**src/rtl/assert_macros.svh**
```systemverilog
// Assertion macros shared by the biquad filter RTL.
// Each macro assumes signals named clk and arst_n in the including module.
`ifndef ASSERT_MACROS_SVH
`define ASSERT_MACROS_SVH
`ifndef NO_ASSERTIONS
// Same-cycle implication, disabled while in reset.
`define BQ_ASSERT_SAME(lbl, ante, cons) \
	lbl: assert property (@(posedge clk) disable iff (!arst_n) (ante) |-> (cons)) \
		else $error("%m: assertion failed");
// Next-cycle implication, disabled while in reset.
`define BQ_ASSERT_NEXT(lbl, ante, cons) \
	lbl: assert property (@(posedge clk) disable iff (!arst_n) (ante) |=> (cons)) \
		else $error("%m: assertion failed");
`else
`define BQ_ASSERT_SAME(lbl, ante, cons)
`define BQ_ASSERT_NEXT(lbl, ante, cons)
`endif
`endif

```
**src/rtl/bq_pkg.sv**
```systemverilog
// Shared constants and types of the direct-form-II biquad filter.
// Used by the controller, the datapath and the top level; depends on nothing.
package bq_pkg;

	localparam int SAMPLE_WIDTH_DEF = 16;
	localparam int COEF_FRAC_DEF    = 14;
	localparam int COEF_W           = 16;
	localparam int EXTRA_FRAC       = 8;
	localparam int CFG_IDX_W        = 3;

	// Register indexes, also used to pick a coefficient for the multiplier
	typedef enum logic [CFG_IDX_W-1:0] {
		REG_A1 = 3'd0,
		REG_A2 = 3'd1,
		REG_B0 = 3'd2,
		REG_B1 = 3'd3,
		REG_B2 = 3'd4
	} coef_idx_t;

	localparam logic [COEF_W-1:0] COEF_RST_A1 = 16'sd0;
	localparam logic [COEF_W-1:0] COEF_RST_A2 = 16'sd0;
	localparam logic [COEF_W-1:0] COEF_RST_B0 = 16'sd16384;
	localparam logic [COEF_W-1:0] COEF_RST_B1 = 16'sd0;
	localparam logic [COEF_W-1:0] COEF_RST_B2 = 16'sd0;

	// State operand of the multiplier
	typedef enum logic [1:0] {
		SRC_W1,
		SRC_W2,
		SRC_WNEW
	} state_sel_t;

	typedef struct packed {
		logic       load;    // take the input sample, start the feedback sum
		logic       mac;     // accumulate coefficient times state
		logic       sub;     // subtract the product instead of adding
		coef_idx_t  coef;
		state_sel_t src;
		logic       take_w;  // round and clip w, start the output sum
		logic       take_y;  // round and clip y, shift the delay line
	} bq_cmd_t;

	typedef struct packed {
		logic out_busy;      // output register holds a result not yet taken
	} bq_stat_t;

endpackage

```
**src/rtl/biquad_lowpass_df2.sv**
```systemverilog
// Top level of the direct-form-II biquad filter: ports, controller and datapath.
// Depends on bq_pkg, bq_ctrl and bq_datapath.
//
// Usage:
//   s_* channel takes one sample per request: tdata = sample_in (signed),
//   tuser = start_of_clip, which clears both delayed states before the sample.
//   m_* channel returns one result per sample: tdata = sample_out (signed,
//   rounded and clipped), tuser = saturated (w or y was clipped).
//   cfg_* channel writes coefficients a1, a2, b0, b1, b2 (indexes 0..4,
//   signed Q2.14 by default); other indexes are dropped. Write only while idle.
// Timing:
//   One multiply-accumulate unit is shared by the five products, so after the
//   accepting edge the sequencer steps through two feedback products, w rounding,
//   three feedforward products and the output load before m_tvalid rises; a new
//   sample waits until then, as s_tready is high only while the sequencer is idle.
//   The next sample is accepted while a result still waits in the output
//   register; if the receiver stalls, the following result holds in the
//   sequencer until the output register frees up.
// Reset:
//   arst_n clears the delay line, loads the coefficient defaults (b0 = 1.0,
//   the rest 0) and empties the output register.
module biquad_lowpass_df2 #(
	parameter int SAMPLE_WIDTH   = bq_pkg::SAMPLE_WIDTH_DEF,
	parameter int COEF_FRAC_BITS = bq_pkg::COEF_FRAC_DEF,
	localparam int TDW           = ((SAMPLE_WIDTH + 7) / 8) * 8
) (
	input  logic                          clk,
	input  logic                          arst_n,
	input  logic                          s_tvalid,
	output logic                          s_tready,
	input  logic [TDW-1:0]                s_tdata,   // [SAMPLE_WIDTH-1:0] sample_in
	input  logic                          s_tuser,   // [0] start_of_clip
	output logic                          m_tvalid,
	input  logic                          m_tready,
	output logic [TDW-1:0]                m_tdata,   // [SAMPLE_WIDTH-1:0] sample_out
	output logic                          m_tuser,   // [0] saturated
	input  logic                          cfg_valid,
	output logic                          cfg_ready,
	input  logic [bq_pkg::CFG_IDX_W-1:0]  cfg_index,
	input  logic [bq_pkg::COEF_W-1:0]     cfg_data
);
	import bq_pkg::*;

	bq_cmd_t                 cmd;
	bq_stat_t                stat;
	logic [SAMPLE_WIDTH-1:0] y_out;

	assign cfg_ready = 1'b1;
	assign m_tdata   = TDW'(y_out);

	bq_ctrl u_ctrl (
		.clk      (clk),
		.arst_n   (arst_n),
		.s_tvalid (s_tvalid),
		.s_tready (s_tready),
		.stat     (stat),
		.cmd      (cmd)
	);

	bq_datapath #(
		.SAMPLE_WIDTH   (SAMPLE_WIDTH),
		.COEF_FRAC_BITS (COEF_FRAC_BITS)
	) u_datapath (
		.clk       (clk),
		.arst_n    (arst_n),
		.cfg_valid (cfg_valid),
		.cfg_index (cfg_index),
		.cfg_data  (cfg_data),
		.x_in      (s_tdata[SAMPLE_WIDTH-1:0]),
		.clear_in  (s_tuser),
		.cmd       (cmd),
		.stat      (stat),
		.out_ready (m_tready),
		.out_valid (m_tvalid),
		.y_out     (y_out),
		.sat_out   (m_tuser)
	);

endmodule

```
**src/rtl/bq_ctrl.sv**
```systemverilog
// Sequencer of the biquad filter: steps the shared multiply-accumulate unit.
// Depends on bq_pkg and assert_macros.svh.
`include "assert_macros.svh"

module bq_ctrl (
	input  logic              clk,
	input  logic              arst_n,
	input  logic              s_tvalid,
	output logic              s_tready,
	input  bq_pkg::bq_stat_t  stat,
	output bq_pkg::bq_cmd_t   cmd
);
	import bq_pkg::*;

	typedef enum logic [2:0] {
		S_IDLE,
		S_A1,
		S_A2,
		S_W,
		S_B0,
		S_B1,
		S_B2,
		S_Y
	} state_t;

	state_t state_q;

	assign s_tready = (state_q == S_IDLE);

	always_ff @(posedge clk or negedge arst_n) begin
		if (!arst_n) begin
			state_q <= S_IDLE;
		end else begin
			case (state_q)
				S_IDLE: if (s_tvalid) state_q <= S_A1;
				S_A1:   state_q <= S_A2;
				S_A2:   state_q <= S_W;
				S_W:    state_q <= S_B0;
				S_B0:   state_q <= S_B1;
				S_B1:   state_q <= S_B2;
				S_B2:   state_q <= S_Y;
				S_Y:    if (!stat.out_busy) state_q <= S_IDLE;
				default: state_q <= S_IDLE;
			endcase
		end
	end

	always_comb begin
		cmd = '{load: 1'b0, mac: 1'b0, sub: 1'b0, coef: REG_A1, src: SRC_W1,
			take_w: 1'b0, take_y: 1'b0};
		case (state_q)
			S_IDLE: cmd.load = s_tvalid;
			S_A1: begin
				cmd.mac = 1'b1; cmd.sub = 1'b1; cmd.coef = REG_A1; cmd.src = SRC_W1;
			end
			S_A2: begin
				cmd.mac = 1'b1; cmd.sub = 1'b1; cmd.coef = REG_A2; cmd.src = SRC_W2;
			end
			S_W:  cmd.take_w = 1'b1;
			S_B0: begin
				cmd.mac = 1'b1; cmd.coef = REG_B0; cmd.src = SRC_WNEW;
			end
			S_B1: begin
				cmd.mac = 1'b1; cmd.coef = REG_B1; cmd.src = SRC_W1;
			end
			S_B2: begin
				cmd.mac = 1'b1; cmd.coef = REG_B2; cmd.src = SRC_W2;
			end
			// hold the result until the output register frees up
			S_Y:  cmd.take_y = !stat.out_busy;
			default: ;
		endcase
	end

	`BQ_ASSERT_SAME(a_y_needs_room, cmd.take_y, !stat.out_busy)
	`BQ_ASSERT_NEXT(a_load_then_a1, cmd.load,
		cmd.mac && cmd.sub && (cmd.coef == REG_A1) && (cmd.src == SRC_W1))
	`BQ_ASSERT_NEXT(a_w_then_b0, cmd.take_w,
		cmd.mac && !cmd.sub && (cmd.coef == REG_B0) && (cmd.src == SRC_WNEW))
	`BQ_ASSERT_SAME(a_one_action, 1'b1,
		$onehot0({cmd.load, cmd.mac, cmd.take_w, cmd.take_y}))

endmodule

```
**src/rtl/bq_datapath.sv**
```systemverilog
// Datapath of the biquad filter: coefficient registers, delay line, one shared
// multiply-accumulate unit, rounding/clipping and the output register. Uses bq_pkg.
module bq_datapath #(
	parameter int SAMPLE_WIDTH   = bq_pkg::SAMPLE_WIDTH_DEF,
	parameter int COEF_FRAC_BITS = bq_pkg::COEF_FRAC_DEF
) (
	input  logic                          clk,
	input  logic                          arst_n,
	input  logic                          cfg_valid,
	input  logic [bq_pkg::CFG_IDX_W-1:0]  cfg_index,
	input  logic [bq_pkg::COEF_W-1:0]     cfg_data,
	input  logic [SAMPLE_WIDTH-1:0]       x_in,
	input  logic                          clear_in,
	input  bq_pkg::bq_cmd_t               cmd,
	output bq_pkg::bq_stat_t              stat,
	input  logic                          out_ready,
	output logic                          out_valid,
	output logic [SAMPLE_WIDTH-1:0]       y_out,
	output logic                          sat_out
);
	import bq_pkg::*;

	localparam int SW    = SAMPLE_WIDTH;
	localparam int WW    = SW + EXTRA_FRAC;
	localparam int CF    = COEF_FRAC_BITS;
	localparam int CMAX  = (CF > COEF_W) ? CF : COEF_W;
	localparam int ACC_W = WW + CMAX + 3;
	localparam int PW    = WW + COEF_W;

	localparam logic signed [ACC_W-1:0] ONE   = ACC_W'(1);
	localparam logic signed [ACC_W-1:0] RND_W = ONE <<< (CF - 1);
	localparam logic signed [ACC_W-1:0] RND_Y = ONE <<< (CF + EXTRA_FRAC - 1);
	localparam logic signed [ACC_W-1:0] W_MAX = (ONE <<< (WW - 1)) - ONE;
	localparam logic signed [ACC_W-1:0] W_MIN = -W_MAX - ONE;
	localparam logic signed [ACC_W-1:0] Y_MAX = (ONE <<< (SW - 1)) - ONE;
	localparam logic signed [ACC_W-1:0] Y_MIN = -Y_MAX - ONE;

	logic signed [COEF_W-1:0] coef_q [5];
	logic signed [WW-1:0]     w1_q, w2_q, wnew_q;
	logic signed [ACC_W-1:0]  acc_q;
	logic                     sat_q;

	logic signed [COEF_W-1:0] c_op;
	logic signed [WW-1:0]     s_op;
	logic signed [PW-1:0]     prod;
	logic signed [ACC_W-1:0]  prod_x, x_x, w_full, y_full;
	logic                     w_clip, y_clip;
	logic signed [WW-1:0]     w_sat;
	logic signed [SW-1:0]     y_sat;

	always_ff @(posedge clk or negedge arst_n) begin
		if (!arst_n) begin
			coef_q[REG_A1] <= COEF_RST_A1;
			coef_q[REG_A2] <= COEF_RST_A2;
			coef_q[REG_B0] <= COEF_RST_B0;
			coef_q[REG_B1] <= COEF_RST_B1;
			coef_q[REG_B2] <= COEF_RST_B2;
		end else if (cfg_valid && (cfg_index inside {[REG_A1:REG_B2]})) begin
			coef_q[cfg_index] <= cfg_data;
		end
	end

	always_comb begin
		c_op = coef_q[cmd.coef];
		case (cmd.src)
			SRC_W1:   s_op = w1_q;
			SRC_W2:   s_op = w2_q;
			SRC_WNEW: s_op = wnew_q;
			default:  s_op = w1_q;
		endcase
		prod   = c_op * s_op;
		prod_x = {{(ACC_W - PW){prod[PW-1]}}, prod};
		x_x    = {{(ACC_W - SW){x_in[SW-1]}}, x_in};

		w_full = acc_q >>> CF;
		w_clip = (w_full > W_MAX) || (w_full < W_MIN);
		if (w_full > W_MAX)      w_sat = W_MAX[WW-1:0];
		else if (w_full < W_MIN) w_sat = W_MIN[WW-1:0];
		else                     w_sat = w_full[WW-1:0];

		y_full = acc_q >>> (CF + EXTRA_FRAC);
		y_clip = (y_full > Y_MAX) || (y_full < Y_MIN);
		if (y_full > Y_MAX)      y_sat = Y_MAX[SW-1:0];
		else if (y_full < Y_MIN) y_sat = Y_MIN[SW-1:0];
		else                     y_sat = y_full[SW-1:0];
	end

	always_ff @(posedge clk or negedge arst_n) begin
		if (!arst_n) begin
			w1_q <= '0;
			w2_q <= '0;
		end else if (cmd.load && clear_in) begin
			w1_q <= '0;
			w2_q <= '0;
		end else if (cmd.take_y) begin
			w2_q <= w1_q;
			w1_q <= wnew_q;
		end
	end

	always_ff @(posedge clk) begin
		if (cmd.load) begin
			acc_q <= (x_x <<< (CF + EXTRA_FRAC)) + RND_W;
			sat_q <= 1'b0;
		end else if (cmd.mac) begin
			acc_q <= cmd.sub ? (acc_q - prod_x) : (acc_q + prod_x);
		end else if (cmd.take_w) begin
			wnew_q <= w_sat;
			sat_q  <= w_clip;
			acc_q  <= RND_Y;
		end
	end

	always_ff @(posedge clk or negedge arst_n) begin
		if (!arst_n) begin
			out_valid <= 1'b0;
		end else if (cmd.take_y) begin
			out_valid <= 1'b1;
		end else if (out_ready) begin
			out_valid <= 1'b0;
		end
	end

	always_ff @(posedge clk) begin
		if (cmd.take_y) begin
			y_out   <= y_sat;
			sat_out <= sat_q | y_clip;
		end
	end

	assign stat.out_busy = out_valid && !out_ready;

endmodule

```
**config.mk**
```make
export PLATFORM = sky130hd
export DESIGN_NAME = biquad_lowpass_df2
export DESIGN_NICKNAME = d
export VERILOG_FILES = /design/src/rtl/bq_pkg.sv /design/src/rtl/biquad_lowpass_df2.sv /design/src/rtl/bq_ctrl.sv /design/src/rtl/bq_datapath.sv
export VERILOG_INCLUDE_DIRS = /design/src /design/src/rtl
export SDC_FILE = /design/constraint.sdc
export NUM_CORES = 2
export LEC_CHECK = 0
export ABC_AREA = 1
export BUFFER_PORTS_ARGS = -buffer_cell sky130_fd_sc_hd__clkbuf_2
export CAP_MARGIN = 25
export CELL_PAD_IN_SITES_DETAIL_PLACEMENT = 0
export CELL_PAD_IN_SITES_GLOBAL_PLACEMENT = 1
export CORE_MARGIN = 2
export CORE_UTILIZATION = 41
export DETAILED_ROUTE_END_ITERATION = 10
export GPL_TIMING_DRIVEN = 1
export PLACE_DENSITY_LB_ADDON = 0.2
export SLEW_MARGIN = 30
export SYNTH_ARGS = -nofsm -noshare
export SYNTH_HDL_FRONTEND = slang
export SYNTH_SLANG_ARGS = --single-unit
```
**constraint.sdc**
```tcl
create_clock -name clk -period 12.55 [get_ports clk]
set_input_delay 0.6275 -clock clk [delete_from_list [all_inputs] [get_ports clk]]
set_output_delay 0.6275 -clock clk [all_outputs]
set_load 0.01 [all_outputs]
```
==> impl_metrics.env <==
export IMPL_slew_viol_final=0
export IMPL_ys_seq_elements=217
export IMPL_tightestPinTransition_ns=0.954
export IMPL_dpl_worst_slack_ns=0.147
export IMPL_core_area_um2=68800
export IMPL_die_h_um=268
export IMPL_num_antenna_cells=0
export IMPL_cp_startpoint="u_ctrl.state_q[0]$_DFFE_PN0P_"
export IMPL_report_final_setup_viol=0
export IMPL_die_w_um=268
export IMPL_setup_tns_ns=0
export IMPL_slew_headroom_pct=36.3
export IMPL_cts_htree_levels=1
export IMPL_grt_use_total_pct=26.8
export IMPL_grt_pass1_wl_um=146000
export IMPL_grt_pass1_vias=24488
export IMPL_syn_cell_area_um2=28600
export IMPL_drt_iter0_drc=1655
export IMPL_path_clk_slew_ns=0.07
export IMPL_routed_wl_um=93900
export IMPL_synthToLayoutAreaGrowth_pct=8.54
export IMPL_hold_path_class="input pin to async pin"
export IMPL_arrival_ns=12.19
export IMPL_syn_avg_cell_area_um2=7.53
export IMPL_worstPathMaxFanout=22
export IMPL_max_freq_mhz=84.2
export IMPL_r2r_start="u_ctrl.state_q[0]$_DFFE_PN0P_"
export IMPL_final_hold_viol_count=0
export IMPL_ys_types=54
export IMPL_yosysSeqAreaShare_pct=20.4
export IMPL_synth_flop_cell="dfrtp_1"
export IMPL_synth_area_top_cells="fa_1, nand2_1, dfrtp_1"
export IMPL_drcViolationCount=0
export IMPL_grt_ovfl_total=0
export IMPL_critPathCaptureType="register"
export IMPL_wire_per_inst_um=19.6
export IMPL_vias_per_cell=5.02
export IMPL_utilization_pct=45.1
export IMPL_grt_max_degree=78
export IMPL_slowest_delay_ns=0.85
export IMPL_cpMostUsedCell="nand2_1"
export IMPL_synth_top_area_share_pct=26.2
export IMPL_reg2reg_slack_ns=0.68
export IMPL_numCtsBuffers=25
export IMPL_clock_sinks=217
export IMPL_rsz0062_at_grt="false"
export IMPL_clockBufferDepth=3
export IMPL_rr_endpoint="u_datapath.acc_q[42]$_DFFE_PP_"
export IMPL_finalCriticalPeriod_ns=11.87
export IMPL_antenna_found_initial=0
export IMPL_crit_required_ns=12.87
export IMPL_cts_root_buffer="clkbuf_16"
export IMPL_maxCapViolCount=0
export IMPL_die_area_um2=72000
export IMPL_worstSetupEndpoint="u_datapath.acc_q[42]$_DFFE_PP_"
export IMPL_cts_tree="done"
export IMPL_syn_nets=4362
export IMPL_r2r_cells=51
export IMPL_vias=24087
export IMPL_start_util_pct=41.6
export IMPL_nets=4408
export IMPL_synth_edff_count=84
export IMPL_run_status="finished clean"
export IMPL_layout_drive_gt1_share_pct=7.76
export IMPL_fin_crit_sh_pct=94.6
export IMPL_insertion_delay_ns=0.58
export IMPL_skew_ns=0.0352
export IMPL_layout_common_cells="nand2_1, inv_1, fa_1"
export IMPL_postSynthCellCount=3803
export IMPL_rows=96
export IMPL_timing_hold_ws_ns=0.111
export IMPL_drtPass1Iterations=5
export IMPL_gp_congestion=0.948
export IMPL_final_antenna_net_count=0
export IMPL_cp_top_family="simple AND/OR/NAND/NOR gates"
export IMPL_ios=61
export IMPL_final_common_cell="nand2_1"
export IMPL_slowest_stage="fa_2"
export IMPL_yosys_area_top_type="fa_1"
export IMPL_cp_depth=51
export IMPL_io_buffers=59
export IMPL_crit_type="register to register"
export IMPL_dp_hpwl_um=77800
export IMPL_cp_start_kind="register"
export IMPL_path_buf_inv=10
export IMPL_finalWorstSetupSlack_ns=0.676
export IMPL_async_reset_ff_share_pct=60.8
export IMPL_yosys_warnings=0
worst register-to-register path, delay by kind of cell, from the launching register on:
family	cells	cell delay (ns)
AND/OR/NAND/NOR	32	4.45
adder cells (fa/ha/maj)	8	4.40
flip-flops	1	0.44
AO/OA/AOI/OAI	1	0.71
buffers and inverters	10	1.62
flip-flops by register name, indices dropped and copies added, names as in the netlist, 3 cells and up:
signal             flops
u_ctrl.state_q         3
u_datapath.acc_q      43
u_datapath.coef_q     80
u_datapath.w1_q       24
u_datapath.w2_q       24
u_datapath.wnew_q     24
u_datapath.y_out      16
cells in the mapped netlist (7+ instances only):
master    count
nand3b_1      9
inv_2        25
nor2_1      344
buf_2        24
edfxtp_1     84
nand2_1     922
a21oi_1     126
o22ai_1      50
inv_1       850
o21a_1        8
o21ai_1      35
mux2i_1      15
o21ai_0     165
o221ai_1     24
nor3_1       17
xor2_1       40
clkbuf_1     60
a21o_1        8
nand3_1     105
o21ai_2      10
ha_1        143
fa_1        375
o21bai_1     12
nor2_2       25
a31oi_1       9
nand4_1      37
nand2_2      44
a22oi_1      15
clkinv_1     17
dfrtp_1     131
buf_1         7
repair_timing:
action / 4_1_cts / 5_1_grt
hold buffers: 0 / 0
resized for setup: 0 / 1
setup buffers: 0 / 0
endpoints found under the setup margin: 0 / 2
cells by family (layout without fill, tap and decap cells):
| logic type | after synthesis | in the layout | share of synthesized area, % |
|---|---|---|---|
| buffers and inverters | 987 | 1052 | 13.1 |
| AOI/OAI and AO/OA | 480 | 480 | 9.66 |
| adders and majority gates | 518 | 518 | 32.5 |
| and+or+nand+nor | 1538 | 1538 | 22.3 |
| muxes | 15 | 15 | 0.524 |
| DFF | 217 | 217 | 20.4 |
| xor gates and xnor gates | 47 | 47 | 1.46 |
| other | 1 | 1 | 0.0131 |
area by class of cell:
class                      instances  area, um^2
tap                              931        1160
multi-input combinational       2599       19100
clock buffer                      35         723
inverter                         892        3350
clock inverter                    11         179
fill                            7227       37800
sequential                       217        5850
timing repair buffer             114         727
through the flow:
stage	cells	instance area [um^2]
finish	4799	31100
global route	4799	31100
CTS	4799	31100
detailed placement	4753	30200
global placement	4753	30100
floorplan	3803	28600
routing by layer:
layer  part of all wire (%)  vias up  routed length, um  global-route usage [%]
met5                      0        -                  0                       0
met4                    3.4        0               3180                    8.00
met3                    4.8      111               4530                    3.04
met2                     46      576              42800                    43.4
met1                     46    11708              43400                    37.8
li1                       -    11692                  -                       -
how the worst min path moves through the flow:
stage,cells past startpoint,endpoint,slack [ns]
after floorplan,0,u_ctrl.state_q[0]$_DFFE_PN0P_,0.33
after global placement,2,u_datapath.coef_q[39]$_DFFE_PN0P_,0.47
after detailed placement,2,u_datapath.coef_q[11]$_DFFE_PN0P_,0.47
after CTS,1,u_datapath.coef_q[43]$_DFFE_PN0P_,0.13
after global routing,1,u_datapath.coef_q[56]$_DFFE_PN0P_,0.16
final,1,u_datapath.coef_q[66]$_DFFE_PN0P_,0.11
Power is not shown: default switching activity piles up to over one toggle a cycle in this logic, so the estimate is an artifact.
